===== src/design/ftm_pkg.sv =====
package ftm_pkg;

   // Field widths fixed by the interface.
   localparam int TIME_W = 32;
   localparam int FPS_W  = 20;
   localparam int RUN_W  = 16;
   localparam int GRADE_W = 3;

   // Numerator of the rate calculation: one second in microseconds.
   localparam logic [FPS_W-1:0] FPS_NUMERATOR = 20'd1000000;

   // Consecutive slow frames that raise the slow warning.
   localparam logic [RUN_W-1:0] SLOW_RUN_LEVEL = 16'd10;

   // Rate thresholds for the grade.
   localparam logic [FPS_W-1:0] FPS_GRADE_A  = 20'd60;
   localparam logic [FPS_W-1:0] FPS_GRADE_AM = 20'd58;
   localparam logic [FPS_W-1:0] FPS_GRADE_BP = 20'd55;
   localparam logic [FPS_W-1:0] FPS_GRADE_B  = 20'd50;
   localparam logic [FPS_W-1:0] FPS_GRADE_C  = 20'd45;
   localparam logic [FPS_W-1:0] FPS_GRADE_D  = 20'd30;

   // Grade codes.
   localparam logic [GRADE_W-1:0] GRADE_APLUS  = 3'd0;
   localparam logic [GRADE_W-1:0] GRADE_A      = 3'd1;
   localparam logic [GRADE_W-1:0] GRADE_AMINUS = 3'd2;
   localparam logic [GRADE_W-1:0] GRADE_BPLUS  = 3'd3;
   localparam logic [GRADE_W-1:0] GRADE_B      = 3'd4;
   localparam logic [GRADE_W-1:0] GRADE_C      = 3'd5;
   localparam logic [GRADE_W-1:0] GRADE_D      = 3'd6;
   localparam logic [GRADE_W-1:0] GRADE_F      = 3'd7;

   // Item operations.
   typedef enum logic [1:0] {
      OP_RECORD = 2'd0,
      OP_UPDATE = 2'd1,
      OP_CLEAR  = 2'd2,
      OP_NOP    = 2'd3
   } opcode_type;

   // Configuration register indexes.
   localparam logic REG_SLOW_LIMIT = 1'b0;
   localparam logic REG_MIN_FPS    = 1'b1;

   // Reset values of the configuration registers.
   localparam logic [TIME_W-1:0] SLOW_LIMIT_RESET = 32'd18000;
   localparam logic [FPS_W-1:0]  MIN_FPS_RESET    = 20'd55;

   // Handshake between the sequencer and the divider.
   typedef struct packed {
      logic busy;
      logic done;
   } div_status_type;

endpackage


===== src/design/ftm_ram.sv =====
module ftm_ram #(
   parameter int WIDTH = 32,
   parameter int DEPTH = 64
) (
   input  logic                                  clock,
   input  logic                                  we,
   input  logic [(DEPTH > 1 ? $clog2(DEPTH) : 1)-1:0] waddr,
   input  logic [WIDTH-1:0]                      wdata,
   input  logic                                  re,
   input  logic [(DEPTH > 1 ? $clog2(DEPTH) : 1)-1:0] raddr,
   output logic [WIDTH-1:0]                      rdata
);

   logic [WIDTH-1:0] mem_ff [DEPTH];
   logic [WIDTH-1:0] rdata_ff;

   // One write port and one registered read port.
   always_ff @(posedge clock) begin
      if (we) begin
         mem_ff[waddr] <= wdata;
      end
      if (re) begin
         rdata_ff <= mem_ff[raddr];
      end
   end

   assign rdata = rdata_ff;

endmodule


===== src/design/ftm_div.sv =====
module ftm_div #(
   parameter int DIVIDEND_W = 38
) (
   input  logic                                 clock,
   input  logic                                 reset,
   input  logic                                 start,
   input  logic [DIVIDEND_W-1:0]                dividend,
   input  logic [ftm_pkg::TIME_W-1:0]           divisor,
   input  logic [$clog2(DIVIDEND_W+1)-1:0]      steps,
   output ftm_pkg::div_status_type              status,
   output logic [DIVIDEND_W-1:0]                quotient
);

   import ftm_pkg::*;

   localparam int STEP_W = $clog2(DIVIDEND_W + 1);

   logic [DIVIDEND_W-1:0] num_ff, num_in;
   logic [DIVIDEND_W-1:0] quo_ff, quo_in;
   logic [TIME_W-1:0]     rem_ff, rem_in;
   logic [TIME_W-1:0]     den_ff, den_in;
   logic [STEP_W-1:0]     left_ff, left_in;
   logic                  busy_ff, busy_in;
   logic                  done_ff, done_in;
   logic [TIME_W:0]       trial;
   logic                  fits;

   // One quotient bit a cycle, most significant first.
   assign trial = {rem_ff, num_ff[DIVIDEND_W-1]};
   assign fits  = trial >= {1'b0, den_ff};

   always_comb begin
      num_in  = num_ff;
      quo_in  = quo_ff;
      rem_in  = rem_ff;
      den_in  = den_ff;
      left_in = left_ff;
      busy_in = busy_ff;
      done_in = 1'b0;
      if (start && !busy_ff) begin
         num_in  = dividend;
         quo_in  = '0;
         rem_in  = '0;
         den_in  = divisor;
         left_in = steps;
         busy_in = 1'b1;
      end else if (busy_ff) begin
         num_in  = {num_ff[DIVIDEND_W-2:0], 1'b0};
         quo_in  = {quo_ff[DIVIDEND_W-2:0], fits};
         rem_in  = fits ? TIME_W'(trial - {1'b0, den_ff}) : trial[TIME_W-1:0];
         left_in = left_ff - STEP_W'(1);
         if (left_ff == STEP_W'(1)) begin
            busy_in = 1'b0;
            done_in = 1'b1;
         end
      end
   end

   always_ff @(posedge clock) begin
      if (reset) begin
         busy_ff <= 1'b0;
         done_ff <= 1'b0;
      end else begin
         busy_ff <= busy_in;
         done_ff <= done_in;
      end
      num_ff  <= num_in;
      quo_ff  <= quo_in;
      rem_ff  <= rem_in;
      den_ff  <= den_in;
      left_ff <= left_in;
   end

   assign status.busy = busy_ff;
   assign status.done = done_ff;
   assign quotient    = quo_ff;

endmodule


===== src/design/frame_time_monitor.sv =====
// Channel   Direction  Contents
// req       in         tuser: opcode; tdata: frame_time
// rsp       out        tdata: status after the item, one beat per request beat
// csr       in         write enable, register index, write data
//
// A record beat passes through the REC, ADD and EMIT states to the result register.
// For an update beat with frames in the window, the shared bit-serial divider forms
// the window average, then the rate. Clear and no-operation beats go straight to EMIT.
// Reset is synchronous and needs no clearing pass; history entries are only used once
// written since the last clear. A new request beat is taken while a finished result
// still waits in the output register.
module frame_time_monitor #(
   parameter int HISTORY_DEPTH = 64
) (
   input  logic                        clock,
   input  logic                        reset,
   // Request beat.
   input  logic                        req_tvalid,
   output logic                        req_tready,
   input  logic [ftm_pkg::TIME_W-1:0]  req_tdata,   // [31:0] frame_time
   input  logic [1:0]                  req_tuser,   // [1:0] opcode
   // Result beat.
   output logic                        rsp_tvalid,
   input  logic                        rsp_tready,
   // [19:0] fps, [51:20] avg_time_us, [83:52] min_time_us, [115:84] max_time_us,
   // [147:116] frame_total, [179:148] drop_total, [180] low_fps_flag,
   // [181] slow_run_flag, [182] healthy, [185:183] grade, [191:186] zero
   output logic [191:0]                rsp_tdata,
   // Configuration writes.
   input  logic                        csr_we,
   input  logic                        csr_addr,
   input  logic [ftm_pkg::TIME_W-1:0]  csr_wdata
);

   import ftm_pkg::*;

   localparam int SLOT_W = HISTORY_DEPTH > 1 ? $clog2(HISTORY_DEPTH) : 1;
   localparam int CNT_W  = $clog2(HISTORY_DEPTH + 1);
   localparam int SUM_W  = TIME_W + $clog2(HISTORY_DEPTH);
   localparam int STEP_W = $clog2(SUM_W + 1);

   typedef enum logic [6:0] {
      ST_IDLE = 7'b0000001,
      ST_REC  = 7'b0000010,
      ST_ADD  = 7'b0000100,
      ST_AVG  = 7'b0001000,
      ST_FPS  = 7'b0010000,
      ST_FLAG = 7'b0100000,
      ST_EMIT = 7'b1000000
   } state_type;

   state_type          state_ff, state_in;

   logic [TIME_W-1:0]  slow_limit_ff, slow_limit_in;
   logic [FPS_W-1:0]   min_fps_ff, min_fps_in;

   logic [SLOT_W-1:0]  slot_ff, slot_in;
   logic [SUM_W-1:0]   sum_ff, sum_in;
   logic [TIME_W-1:0]  count_ff, count_in;
   logic [TIME_W-1:0]  drop_ff, drop_in;
   logic [TIME_W-1:0]  min_ff, min_in;
   logic [TIME_W-1:0]  max_ff, max_in;
   logic [RUN_W-1:0]   run_ff, run_in;
   logic               slow_warn_ff, slow_warn_in;
   logic               fps_warn_ff, fps_warn_in;
   logic [FPS_W-1:0]   fps_ff, fps_in;
   logic [TIME_W-1:0]  avg_ff, avg_in;
   logic [TIME_W-1:0]  time_ff, time_in;

   logic               rsp_valid_ff, rsp_valid_in;
   logic [191:0]       rsp_data_ff, rsp_data_in;

   logic               req_accept;
   opcode_type         req_op;
   logic               window_full;
   logic [CNT_W-1:0]   window_len;
   logic [RUN_W-1:0]   run_next;

   logic               ram_we;
   logic               ram_re;
   logic [TIME_W-1:0]  ram_rdata;

   logic               div_start;
   logic [SUM_W-1:0]   div_dividend;
   logic [TIME_W-1:0]  div_divisor;
   logic [STEP_W-1:0]  div_steps;
   div_status_type     div_status;
   logic [SUM_W-1:0]   div_quotient;

   logic [TIME_W-1:0]  total_floor;
   logic [TIME_W+5:0]  drop_x20;
   logic               rate_ok;
   logic               healthy;
   logic [GRADE_W-1:0] grade;

   assign req_tready = state_ff == ST_IDLE;
   assign req_accept = req_tvalid && req_tready;
   assign req_op     = opcode_type'(req_tuser);

   // Frames in the averaging window.
   assign window_full = count_ff >= TIME_W'(HISTORY_DEPTH);
   assign window_len  = window_full ? CNT_W'(HISTORY_DEPTH) : count_ff[CNT_W-1:0];
   assign run_next    = (run_ff == '1) ? run_ff : run_ff + RUN_W'(1);

   // History ring.
   assign ram_re = req_accept && (req_op == OP_RECORD);
   assign ram_we = state_ff == ST_REC;

   ftm_ram #(
      .WIDTH (TIME_W),
      .DEPTH (HISTORY_DEPTH)
   ) u_history (
      .clock (clock),
      .we    (ram_we),
      .waddr (slot_ff),
      .wdata (time_ff),
      .re    (ram_re),
      .raddr (slot_ff),
      .rdata (ram_rdata)
   );

   // Shared divider: window average first, then the frame rate.
   always_comb begin
      div_start    = 1'b0;
      div_dividend = sum_ff;
      div_divisor  = TIME_W'(window_len);
      div_steps    = STEP_W'(SUM_W);
      if (req_accept && (req_op == OP_UPDATE) && (window_len != '0)) begin
         div_start = 1'b1;
      end else if ((state_ff == ST_AVG) && div_status.done
                   && (div_quotient[TIME_W-1:0] != '0)) begin
         div_start    = 1'b1;
         div_dividend = {FPS_NUMERATOR, {(SUM_W - FPS_W){1'b0}}};
         div_divisor  = div_quotient[TIME_W-1:0];
         div_steps    = STEP_W'(FPS_W);
      end
   end

   ftm_div #(
      .DIVIDEND_W (SUM_W)
   ) u_div (
      .clock    (clock),
      .reset    (reset),
      .start    (div_start),
      .dividend (div_dividend),
      .divisor  (div_divisor),
      .steps    (div_steps),
      .status   (div_status),
      .quotient (div_quotient)
   );

   // Health and grade from the current statistics.
   assign total_floor = (count_ff == '0) ? TIME_W'(1) : count_ff;
   assign drop_x20    = {2'b00, drop_ff, 4'b0000} + {4'b0000, drop_ff, 2'b00};
   assign rate_ok     = drop_x20 < {6'b000000, total_floor};
   assign healthy     = (fps_ff >= min_fps_ff) && !slow_warn_ff && rate_ok;

   always_comb begin
      if (fps_ff >= FPS_GRADE_A) begin
         grade = (drop_ff == '0) ? GRADE_APLUS : GRADE_A;
      end else if (fps_ff >= FPS_GRADE_AM) begin
         grade = GRADE_AMINUS;
      end else if (fps_ff >= FPS_GRADE_BP) begin
         grade = GRADE_BPLUS;
      end else if (fps_ff >= FPS_GRADE_B) begin
         grade = GRADE_B;
      end else if (fps_ff >= FPS_GRADE_C) begin
         grade = GRADE_C;
      end else if (fps_ff >= FPS_GRADE_D) begin
         grade = GRADE_D;
      end else begin
         grade = GRADE_F;
      end
   end

   // Configuration writes.
   always_comb begin
      slow_limit_in = slow_limit_ff;
      min_fps_in    = min_fps_ff;
      if (csr_we && (csr_addr == REG_SLOW_LIMIT)) begin
         slow_limit_in = csr_wdata;
      end
      if (csr_we && (csr_addr == REG_MIN_FPS)) begin
         min_fps_in = csr_wdata[FPS_W-1:0];
      end
   end

   // Sequencer and statistics.
   always_comb begin
      state_in     = state_ff;
      slot_in      = slot_ff;
      sum_in       = sum_ff;
      count_in     = count_ff;
      drop_in      = drop_ff;
      min_in       = min_ff;
      max_in       = max_ff;
      run_in       = run_ff;
      slow_warn_in = slow_warn_ff;
      fps_warn_in  = fps_warn_ff;
      fps_in       = fps_ff;
      avg_in       = avg_ff;
      time_in      = time_ff;
      rsp_valid_in = rsp_valid_ff && !rsp_tready;
      rsp_data_in  = rsp_data_ff;
      case (state_ff)
         ST_IDLE: begin
            if (req_accept) begin
               time_in = req_tdata;
               case (req_op)
                  OP_RECORD: begin
                     state_in = ST_REC;
                  end
                  OP_UPDATE: begin
                     if (window_len == '0) begin
                        avg_in   = '0;
                        state_in = ST_FLAG;
                     end else begin
                        state_in = ST_AVG;
                     end
                  end
                  OP_CLEAR: begin
                     slot_in      = '0;
                     sum_in       = '0;
                     count_in     = '0;
                     drop_in      = '0;
                     min_in       = '1;
                     max_in       = '0;
                     run_in       = '0;
                     slow_warn_in = 1'b0;
                     fps_warn_in  = 1'b0;
                     state_in     = ST_EMIT;
                  end
                  default: begin
                     state_in = ST_EMIT;
                  end
               endcase
            end
         end
         ST_REC: begin
            // Oldest entry leaves the window once it is full.
            if (window_full) begin
               sum_in = sum_ff - SUM_W'(ram_rdata);
            end
            slot_in  = (slot_ff == SLOT_W'(HISTORY_DEPTH - 1)) ? '0 : slot_ff + SLOT_W'(1);
            count_in = (count_ff == '1) ? count_ff : count_ff + TIME_W'(1);
            if (time_ff < min_ff) begin
               min_in = time_ff;
            end
            if (time_ff > max_ff) begin
               max_in = time_ff;
            end
            if (time_ff > slow_limit_ff) begin
               drop_in = (drop_ff == '1) ? drop_ff : drop_ff + TIME_W'(1);
               run_in  = run_next;
               if (run_next >= SLOW_RUN_LEVEL) begin
                  slow_warn_in = 1'b1;
               end
            end else begin
               run_in       = '0;
               slow_warn_in = 1'b0;
            end
            state_in = ST_ADD;
         end
         ST_ADD: begin
            sum_in   = sum_ff + SUM_W'(time_ff);
            state_in = ST_EMIT;
         end
         ST_AVG: begin
            if (div_status.done) begin
               avg_in   = div_quotient[TIME_W-1:0];
               state_in = (div_quotient[TIME_W-1:0] != '0) ? ST_FPS : ST_FLAG;
            end
         end
         ST_FPS: begin
            if (div_status.done) begin
               fps_in   = div_quotient[FPS_W-1:0];
               state_in = ST_FLAG;
            end
         end
         ST_FLAG: begin
            fps_warn_in = fps_ff < min_fps_ff;
            state_in    = ST_EMIT;
         end
         ST_EMIT: begin
            // Load the result register once it is free.
            if (!rsp_valid_ff || rsp_tready) begin
               rsp_valid_in = 1'b1;
               rsp_data_in  = {6'b000000, grade, healthy, slow_warn_ff, fps_warn_ff,
                               drop_ff, count_ff, max_ff, min_ff, avg_ff, fps_ff};
               state_in     = ST_IDLE;
            end
         end
         default: begin
            state_in = ST_IDLE;
         end
      endcase
   end

   always_ff @(posedge clock) begin
      if (reset) begin
         state_ff      <= ST_IDLE;
         slow_limit_ff <= SLOW_LIMIT_RESET;
         min_fps_ff    <= MIN_FPS_RESET;
         slot_ff       <= '0;
         sum_ff        <= '0;
         count_ff      <= '0;
         drop_ff       <= '0;
         min_ff        <= '1;
         max_ff        <= '0;
         run_ff        <= '0;
         slow_warn_ff  <= 1'b0;
         fps_warn_ff   <= 1'b0;
         fps_ff        <= '0;
         avg_ff        <= '0;
         rsp_valid_ff  <= 1'b0;
      end else begin
         state_ff      <= state_in;
         slow_limit_ff <= slow_limit_in;
         min_fps_ff    <= min_fps_in;
         slot_ff       <= slot_in;
         sum_ff        <= sum_in;
         count_ff      <= count_in;
         drop_ff       <= drop_in;
         min_ff        <= min_in;
         max_ff        <= max_in;
         run_ff        <= run_in;
         slow_warn_ff  <= slow_warn_in;
         fps_warn_ff   <= fps_warn_in;
         fps_ff        <= fps_in;
         avg_ff        <= avg_in;
         rsp_valid_ff  <= rsp_valid_in;
      end
      time_ff     <= time_in;
      rsp_data_ff <= rsp_data_in;
   end

   assign rsp_tvalid = rsp_valid_ff;
   assign rsp_tdata  = rsp_data_ff;

endmodule


===== config.mk =====
export PLATFORM = sky130hd
export DESIGN_NAME = frame_time_monitor
export DESIGN_NICKNAME = d
export VERILOG_FILES = /design/src/design/ftm_pkg.sv /design/src/design/ftm_ram.sv /design/src/design/ftm_div.sv /design/src/design/frame_time_monitor.sv
export SDC_FILE = /design/constraint.sdc
export NUM_CORES = 2
export LEC_CHECK = 0
export BUFFER_PORTS_ARGS = -buffer_cell sky130_fd_sc_hd__buf_2
export CORE_ASPECT_RATIO = 0.7
export CORE_MARGIN = 3
export CORE_UTILIZATION = 45
export CTS_CLUSTER_DIAMETER = 60
export DETAILED_ROUTE_END_ITERATION = 8
export GPL_ROUTABILITY_DRIVEN = 1
export PLACE_DENSITY_LB_ADDON = 0.1
export SETUP_SLACK_MARGIN = 0.02
export SLEW_MARGIN = 20
export SYNTH_ARGS = -nofsm -noshare
export SYNTH_HDL_FRONTEND = slang
export SYNTH_HIERARCHICAL = 1
export SYNTH_SLANG_ARGS = --single-unit

===== constraint.sdc =====
create_clock -name clock -period 14.15 [get_ports clock]
set_input_delay 2.1225 -clock clock [delete_from_list [all_inputs] [get_ports clock]]
set_output_delay 2.1225 -clock clock [all_outputs]
set_load 0.05 [all_outputs]

# Word level (Yosys, flattened, before mapping)
# Memories as Yosys holds them, arrays and structs flattened. A register that Yosys moved wholly into a read port is not among the register bits.
# Cells that the tools add are included.
[word_totals]
reg_bits = 662
mem_bits_rw = 2048
input_bits = 72
out_inout_bits = 194
wordCells = 200
memories = 1
[op_classes]
addsub = 9
n_lt_le_gt_ge = 15
eq_ne = 28
mux = 75
bitwise = 3
n_reduce_logical = 44
[mem_list]
columns = ["memory", "words", "word_bits", "rd", "rd_ports_with_merged_regs", "write_ports", "line", "rtl"]
rows = [
  ["u_history.mem_ff", 64, 32, 1, 1, 1, "ftm_ram.sv:14", "logic [WIDTH-1:0] mem_ff [DEPTH];"],
]
[op_table]
columns = ["operator", "count"]
rows = [
  ["$mux W32", 15],
  ["$pmux W32 S2", 5],
  ["$mux W38", 7],
  ["$pmux W38 S3", 1],
  ["$ge A20 B6 Y1 const B", 5],
  ["$add A32 B1 Y32 const B", 2],
  ["$eq A32 B32 Y1 const B", 2],
  ["$gt A32 B32 Y1", 2],
  ["$logic_not A32 Y1", 2],
  ["$mux W16", 4],
  ["$mux W6", 9],
  ["$mux W7", 7],
  ["$pmux W7 S6", 1],
  ["$add A38 B32 Y38", 1],
  ["$sub A38 B32 Y38", 1],
  ["$add A36 B34 Y37", 1],
  ["$lt A37 B32 Y1", 1],
  ["$ge A33 B32 Y1", 1],
  ["$ge A32 B7 Y1 const B", 1],
  ["$lt A32 B32 Y1", 1],
  ["$pmux W16 S2", 1],
  ["$reduce_bool A32 Y1", 1],
  ["$sub A32 B32 Y32", 1],
  ["$reduce_and A4 Y1", 6],
  ["42 further kinds", 96],
]

# Logic depth before layout (Yosys ltp)
[logic_depth]
ltp_word = 7
ltp_mapped = 22
depth_no_buf = 22

# Modules after synthesis
# The synthesis kept the hierarchy.
[by_module_without_submodules]
columns = ["module", "n_inst", "cells_each", "area_each_um2", "seq_area_each_um2"]
rows = [
  ["ftm_ram", 1, 3324, 78840.6, 62459.9],
  ["frame_time_monitor", 1, 2833, 26983.4, 12592.1],
  ["ftm_div", 1, 740, 7464.7, 3723.6],
]

# Worst setup path after synthesis
# No wires, ideal clock.
[synth_path]
kind = "input -> register"
start = "input rsp_tready"
end = "register rsp_data_ff[0], in the netlist rsp_tdata[0], enable pin"
setup_ns = 0.754
arrival_ns = 10.407
required_ns = 13.396
setup_slack_ns = 2.989
path_stages = 2
n_path_buf = 0
path_cell_list = "nand2b_1 nor2b_1"
[synth_between]
elab_chain_len = 2
[synth_rtl]
columns = ["element", "line", "rtl"]
rows = [
  ["start: declaration", "frame_time_monitor.sv:24", "input logic rsp_tready,"],
  ["$logic_or A1 B1 Y1", "frame_time_monitor.sv:286", "if (!rsp_valid_ff || rsp_tready) begin"],
  ["$reduce_and A2 Y1 (no source line)", "--", ""],
  ["end signal: assignment", "frame_time_monitor.sv:334", "rsp_data_ff <= rsp_data_in;"],
  ["end: declaration", "frame_time_monitor.sv:71", "logic [191:0] rsp_data_ff, rsp_data_in;"],
]
# No other way between the ends.
# A chain may end at the register's enable or synchronous reset.

# Worst setup path in the final report
[layout_path]
start = "register drop_ff[0]"
end = "register rsp_data_ff[182], in the netlist rsp_tdata[182] (data pin)"
[layout_between]
elab_chain_len = 3
[layout_rtl]
columns = ["element", "line", "rtl"]
rows = [
  ["start: declaration", "frame_time_monitor.sv:60", "logic [TIME_W-1:0] drop_ff, drop_in;"],
  ["start signal: assignment", "frame_time_monitor.sv:323", "drop_ff <= drop_in;"],
  ["$add A36 B34 Y37", "frame_time_monitor.sv:154", "assign drop_x20 = {2'b00, drop_ff, 4'b0000} + {4'b0000, drop_ff, 2'b00};"],
  ["$lt A37 B32 Y1", "frame_time_monitor.sv:155", "assign rate_ok = drop_x20 < {6'b000000, total_floor};"],
  ["$logic_and A1 B1 Y1", "frame_time_monitor.sv:156", "assign healthy = (fps_ff >= min_fps_ff) && !slow_warn_ff && rate_ok;"],
  ["named net healthy", "frame_time_monitor.sv:93", "logic healthy;"],
]
# The timed path passes the listed nets, and every way through them passes these cells.

==> report_table.html <==
<table>
<tr><th>Metric</th><th>Value</th></tr>
<tr><th colspan="2">Timing</th></tr>
<tr><td>Final hold violation count</td><td>0</td></tr>
<tr><td>Max Slew Vio Count</td><td>0</td></tr>
<tr><td>Final total negative setup slack</td><td>0 ps</td></tr>
<tr><td>Final Critical Period</td><td>5460 ps</td></tr>
<tr><td>Unrepaired setup endpoints after global routing</td><td>false</td></tr>
<tr><td>Portion of the clock cycle consumed by the worst path in the final layout</td><td>0.386</td></tr>
<tr><td>Setup violators final</td><td>0</td></tr>
<tr><td>Actual slew at the worst max-slew pin</td><td>1120 ps</td></tr>
<tr><td>Relative max-transition margin</td><td>0.251</td></tr>
<tr><td>Max Fclk</td><td>183 MHz</td></tr>
<tr><td>Final setup skew</td><td>52.2 ps</td></tr>
<tr><th colspan="2">Pwr</th></tr>
<tr><td>Peak supply drop</td><td>0.000105 V</td></tr>
<tr><td>Combinational Power Share</td><td>0.068</td></tr>
<tr><td>Power density normalized to cell area</td><td>139 nW/um^2</td></tr>
<tr><td>Relative contribution of sequential cells to total power</td><td>0.517</td></tr>
<tr><td>Power Internal</td><td>13.7 mW</td></tr>
<tr><td>Net switching share of the total power</td><td>0.232</td></tr>
<tr><td>Leakage power figure</td><td>42.5 nW</td></tr>
<tr><td>Total power draw</td><td>17.8 mW</td></tr>
<tr><td>P_sw</td><td>4.13 mW</td></tr>
<tr><td>Clock share of power</td><td>0.415</td></tr>
<tr><th colspan="2">Worst hold path</th></tr>
<tr><td>Capture endpoint of the worst hold path</td><td>rsp_tdata[85]$_DFFE_PP_</td></tr>
<tr><td>Min-Delay Path Class</td><td>reg -&gt; reg</td></tr>
<tr><td>HP Start</td><td>max_ff[1]$_SDFFE_PP0P_</td></tr>
<tr><td>Count of cells along the worst hold path</td><td>0</td></tr>
<tr><th colspan="2">Drt</th></tr>
<tr><td>DRT antenna net count</td><td>0</td></tr>
<tr><td>Post-route DRC violation count</td><td>0</td></tr>
<tr><td>Drt pass-1 iters</td><td>6</td></tr>
<tr><td>DR vias</td><td>65000</td></tr>
<tr><td>Count of routing violations after the opening detailed-route iteration</td><td>7733</td></tr>
<tr><td>Post-detailed-route wirelength per cell</td><td>30.1 um</td></tr>
<tr><td>Total Routed Length</td><td>325000 um</td></tr>
<tr><td>Via-per-instance ratio</td><td>6.01</td></tr>
<tr><th colspan="2">Clocking</th></tr>
<tr><td>Clock tree root buffer cell</td><td>sky130_fd_sc_hd__clkbuf_16</td></tr>
<tr><td>CTS max path bufs</td><td>4</td></tr>
<tr><td>CTS tree</td><td>yes</td></tr>
<tr><td>Number of post-CTS setup repair buffers</td><td>0</td></tr>
<tr><td>Number of clock buffers inserted by TritonCTS</td><td>280</td></tr>
<tr><td>Number of gates resized after CTS</td><td>0</td></tr>
<tr><td>Hold Buf Count CTS</td><td>0</td></tr>
<tr><td>Clock-pin slew of the registers on the worst-case setup and hold paths</td><td>60 ps</td></tr>
<tr><td>H-tree levels</td><td>5</td></tr>
<tr><td>Clock latency on the worst-skew pair</td><td>860 ps</td></tr>
<tr><td>Num Clock Sinks</td><td>2742</td></tr>
<tr><th colspan="2">Layout</th></tr>
<tr><td>Most frequent cells in the layout</td><td>sky130_fd_sc_hd__edfxtp_1 (2374), sky130_fd_sc_hd__mux4_2 (544), sky130_fd_sc_hd__nand2_1 (371)</td></tr>
<tr><td>Layout Cells excl Fill</td><td>10800</td></tr>
<tr><td>Final net count</td><td>7598</td></tr>
<tr><td>Sequential standard cell area</td><td>78700 sq um</td></tr>
<tr><td>Area growth from synthesis to layout</td><td>13.4%</td></tr>
<tr><td>Share of final-layout standard cells stronger than drive strength 1</td><td>0.212</td></tr>
<tr><td>Most common cell after layout, fill and taps aside</td><td>sky130_fd_sc_hd__edfxtp_1</td></tr>
<tr><td>Area used by multi-input combinational logic</td><td>32600 sq um</td></tr>
<tr><td>Filler cell count in the final layout</td><td>20500</td></tr>
<tr><th colspan="2">Outcome</th></tr>
<tr><td>Outcome</td><td>complete, no violations</td></tr>
<tr><th colspan="2">Die</th></tr>
<tr><td>Floorplan die height</td><td>425 um</td></tr>
<tr><td>Initial core utilization</td><td>0.454</td></tr>
<tr><td>Num ports</td><td>266</td></tr>
<tr><td>Core outline area</td><td>249000 sq um</td></tr>
<tr><td>Die Outline Area</td><td>257000 sq um</td></tr>
<tr><td>Floorplan die width</td><td>605 um</td></tr>
<tr><td>Std cell rows</td><td>153</td></tr>
<tr><th colspan="2">Critical path</th></tr>
<tr><td>Critical path peak fanout</td><td>8</td></tr>
<tr><td>Required time of the critical path</td><td>14770 ps</td></tr>
<tr><td>Most repeated library cell on the critical path</td><td>sky130_fd_sc_hd__o21ai_0</td></tr>
<tr><td>Arrival time at the worst endpoint</td><td>6080 ps</td></tr>
<tr><td>Slowest-stage cell, CP</td><td>sky130_fd_sc_hd__a21boi_0</td></tr>
<tr><td>Crit end category</td><td>flip-flop</td></tr>
<tr><td>Largest stage delay, worst path</td><td>750 ps</td></tr>
<tr><td>Worst reg-to-reg path cell count</td><td>20</td></tr>
<tr><td>Beginning of the worst register-to-register path</td><td>drop_ff[0]$_SDFFE_PP0P_</td></tr>
<tr><td>Crit path launch type</td><td>flip-flop</td></tr>
<tr><td>Cell breakdown of the critical path</td><td>ha_1 &gt; inv_1 &gt; fa_1 &gt; nor2b_1 &gt; o21ai_0 &gt; a21o_1 &gt; a21oi_1 &gt; o21ai_0 &gt; a21boi_0 &gt; a211oi_1 &gt; nand2b_1 &gt; o21ai_0 &gt; xnor2_1 &gt; ha_1 &gt; a21o_1 &gt; a2111oi_0 &gt; o211ai_1 &gt; a21oi_1 &gt; o211ai_1 &gt; nor4_1</td></tr>
<tr><td>Crit Path Class</td><td>reg -&gt; reg</td></tr>
<tr><td>Worst reg-to-reg setup slack</td><td>8690 ps</td></tr>
<tr><td>Critical R2R Capture</td><td>rsp_tdata[182]$_DFFE_PP_</td></tr>
<tr><th colspan="2">Global routing</th></tr>
<tr><td>Largest net degree at the start of global routing</td><td>104</td></tr>
<tr><td>Via count of the first global-routing pass</td><td>62300</td></tr>
<tr><td>Initial antenna violation count</td><td>19</td></tr>
<tr><td>First-pass GRT wire length</td><td>464000 um</td></tr>
<tr><td>Overall global routing resource usage</td><td>0.250</td></tr>
<tr><td>Total gr overflow</td><td>0</td></tr>
<tr><th colspan="2">Place</th></tr>
<tr><td>Instance count after placement with tap cells included</td><td>10300</td></tr>
<tr><td>Number of port buffers</td><td>259</td></tr>
<tr><td>Gpl congestion</td><td>0.863</td></tr>
<tr><td>Half-perimeter wire length after placement</td><td>199000 um</td></tr>
<tr><th colspan="2">Logic synthesis</th></tr>
<tr><td>Synthesized cell area</td><td>113000 sq um</td></tr>
<tr><td>Number of standard cells after synthesis</td><td>6872</td></tr>
<tr><td>Post-synthesis area per instance</td><td>16.5 sq um</td></tr>
<tr><td>Warning count from the yosys run</td><td>6</td></tr>
<tr><th colspan="2">Run</th></tr>
<tr><td>Max-cap violations</td><td>0</td></tr>
</table>
how the worst max path moves through the flow:
| stage | cells past startpoint | start | to | slack [ps] |
|---|---|---|---|---|
| 5_1_grt | 20 | drop_ff[0]$_SDFFE_PP0P_ | rsp_tdata[182]$_DFFE_PP_ | 8340 |
| 6_report | 20 | drop_ff[0]$_SDFFE_PP0P_ | rsp_tdata[182]$_DFFE_PP_ | 8690 |
| 3_5_place_dp | 9 | req_tvalid | u_div/num_ff[6]$_DFFE_PP_ | 8100 |
| 4_1_cts | 20 | drop_ff[0]$_SDFFE_PP0P_ | rsp_tdata[182]$_DFFE_PP_ | 8790 |
| 2_1_floorplan | 2 | rsp_tready | rsp_tdata[0]$_DFFE_PP_ | 2990 |
| 3_3_place_gp | 9 | req_tvalid | u_div/num_ff[13]$_DFFE_PP_ | 8150 |
power groups by stage:
stage	clock network [mW]	registers [mW]	logic, mW
2_1_floorplan	0	9.46	0.646
3_3_place_gp	0	9.37	1.19
3_5_place_dp	0	9.37	1.21
4_1_cts	7.54	9.20	1.21
5_1_grt	7.87	9.21	1.33
6_report	7.39	9.20	1.21
layout make-up:
class,instances,area share
Clock buffer,349,0.0594
Timing Repair Buffer,454,0.0222
Multi-Input combinational cell,3551,0.254
Sequential cell,2742,0.614
Inverter,241,0.00706
Antenna cell,7,0.000137
Tap cell,3332,0.0325
Clock inverter,140,0.0110
per-stage QoR:
step | utilization | instance area [sq um] | hold slack [ps] | worst slack (ps)
detailed placement | 0.478 | 119000 | 415 | 8100
finish | 0.514 | 128000 | 407 | 8690
CTS | 0.514 | 128000 | 409 | 8790
global route | 0.514 | 128000 | 430 | 8340
floorplan | - | 113000 | 406 | 2990
global placement | 0.478 | 119000 | 413 | 8150
critical path, delay by kind of cell, from the launching register on:
family                   cells  cell delay, ps
AO/OA/AOI/OAI               12            2930
adder cells (fa/ha/maj)      3             900
AND/OR/NAND/NOR              3             700
flip-flops                   1             510
XOR/XNOR                     1             150
buffers and inverters        1              60
metal layers:
layer,GRT usage,share of wire,vias to the layer above
met1,0.385,0.46,34100
met4,0.0651,0.027,0
met2,0.370,0.44,2574
met5,0,0,-
li1,-,-,27900
met3,0.0409,0.079,456
flip-flops by register name, summed over array words and instances, names as in the netlist, 32 cells and up:
register,count
count_ff,32
sum_ff,38
u_div/num_ff,38
u_div/rem_ff,32
rsp_tdata,186
drop_ff,32
avg_ff,32
slow_limit_ff,32
u_div/den_ff,32
min_ff,32
u_div/quotient,32
max_ff,32
u_history/rdata,32
time_ff,32
u_history/mem_ff,2048
(Power assumes the default switching activity.)
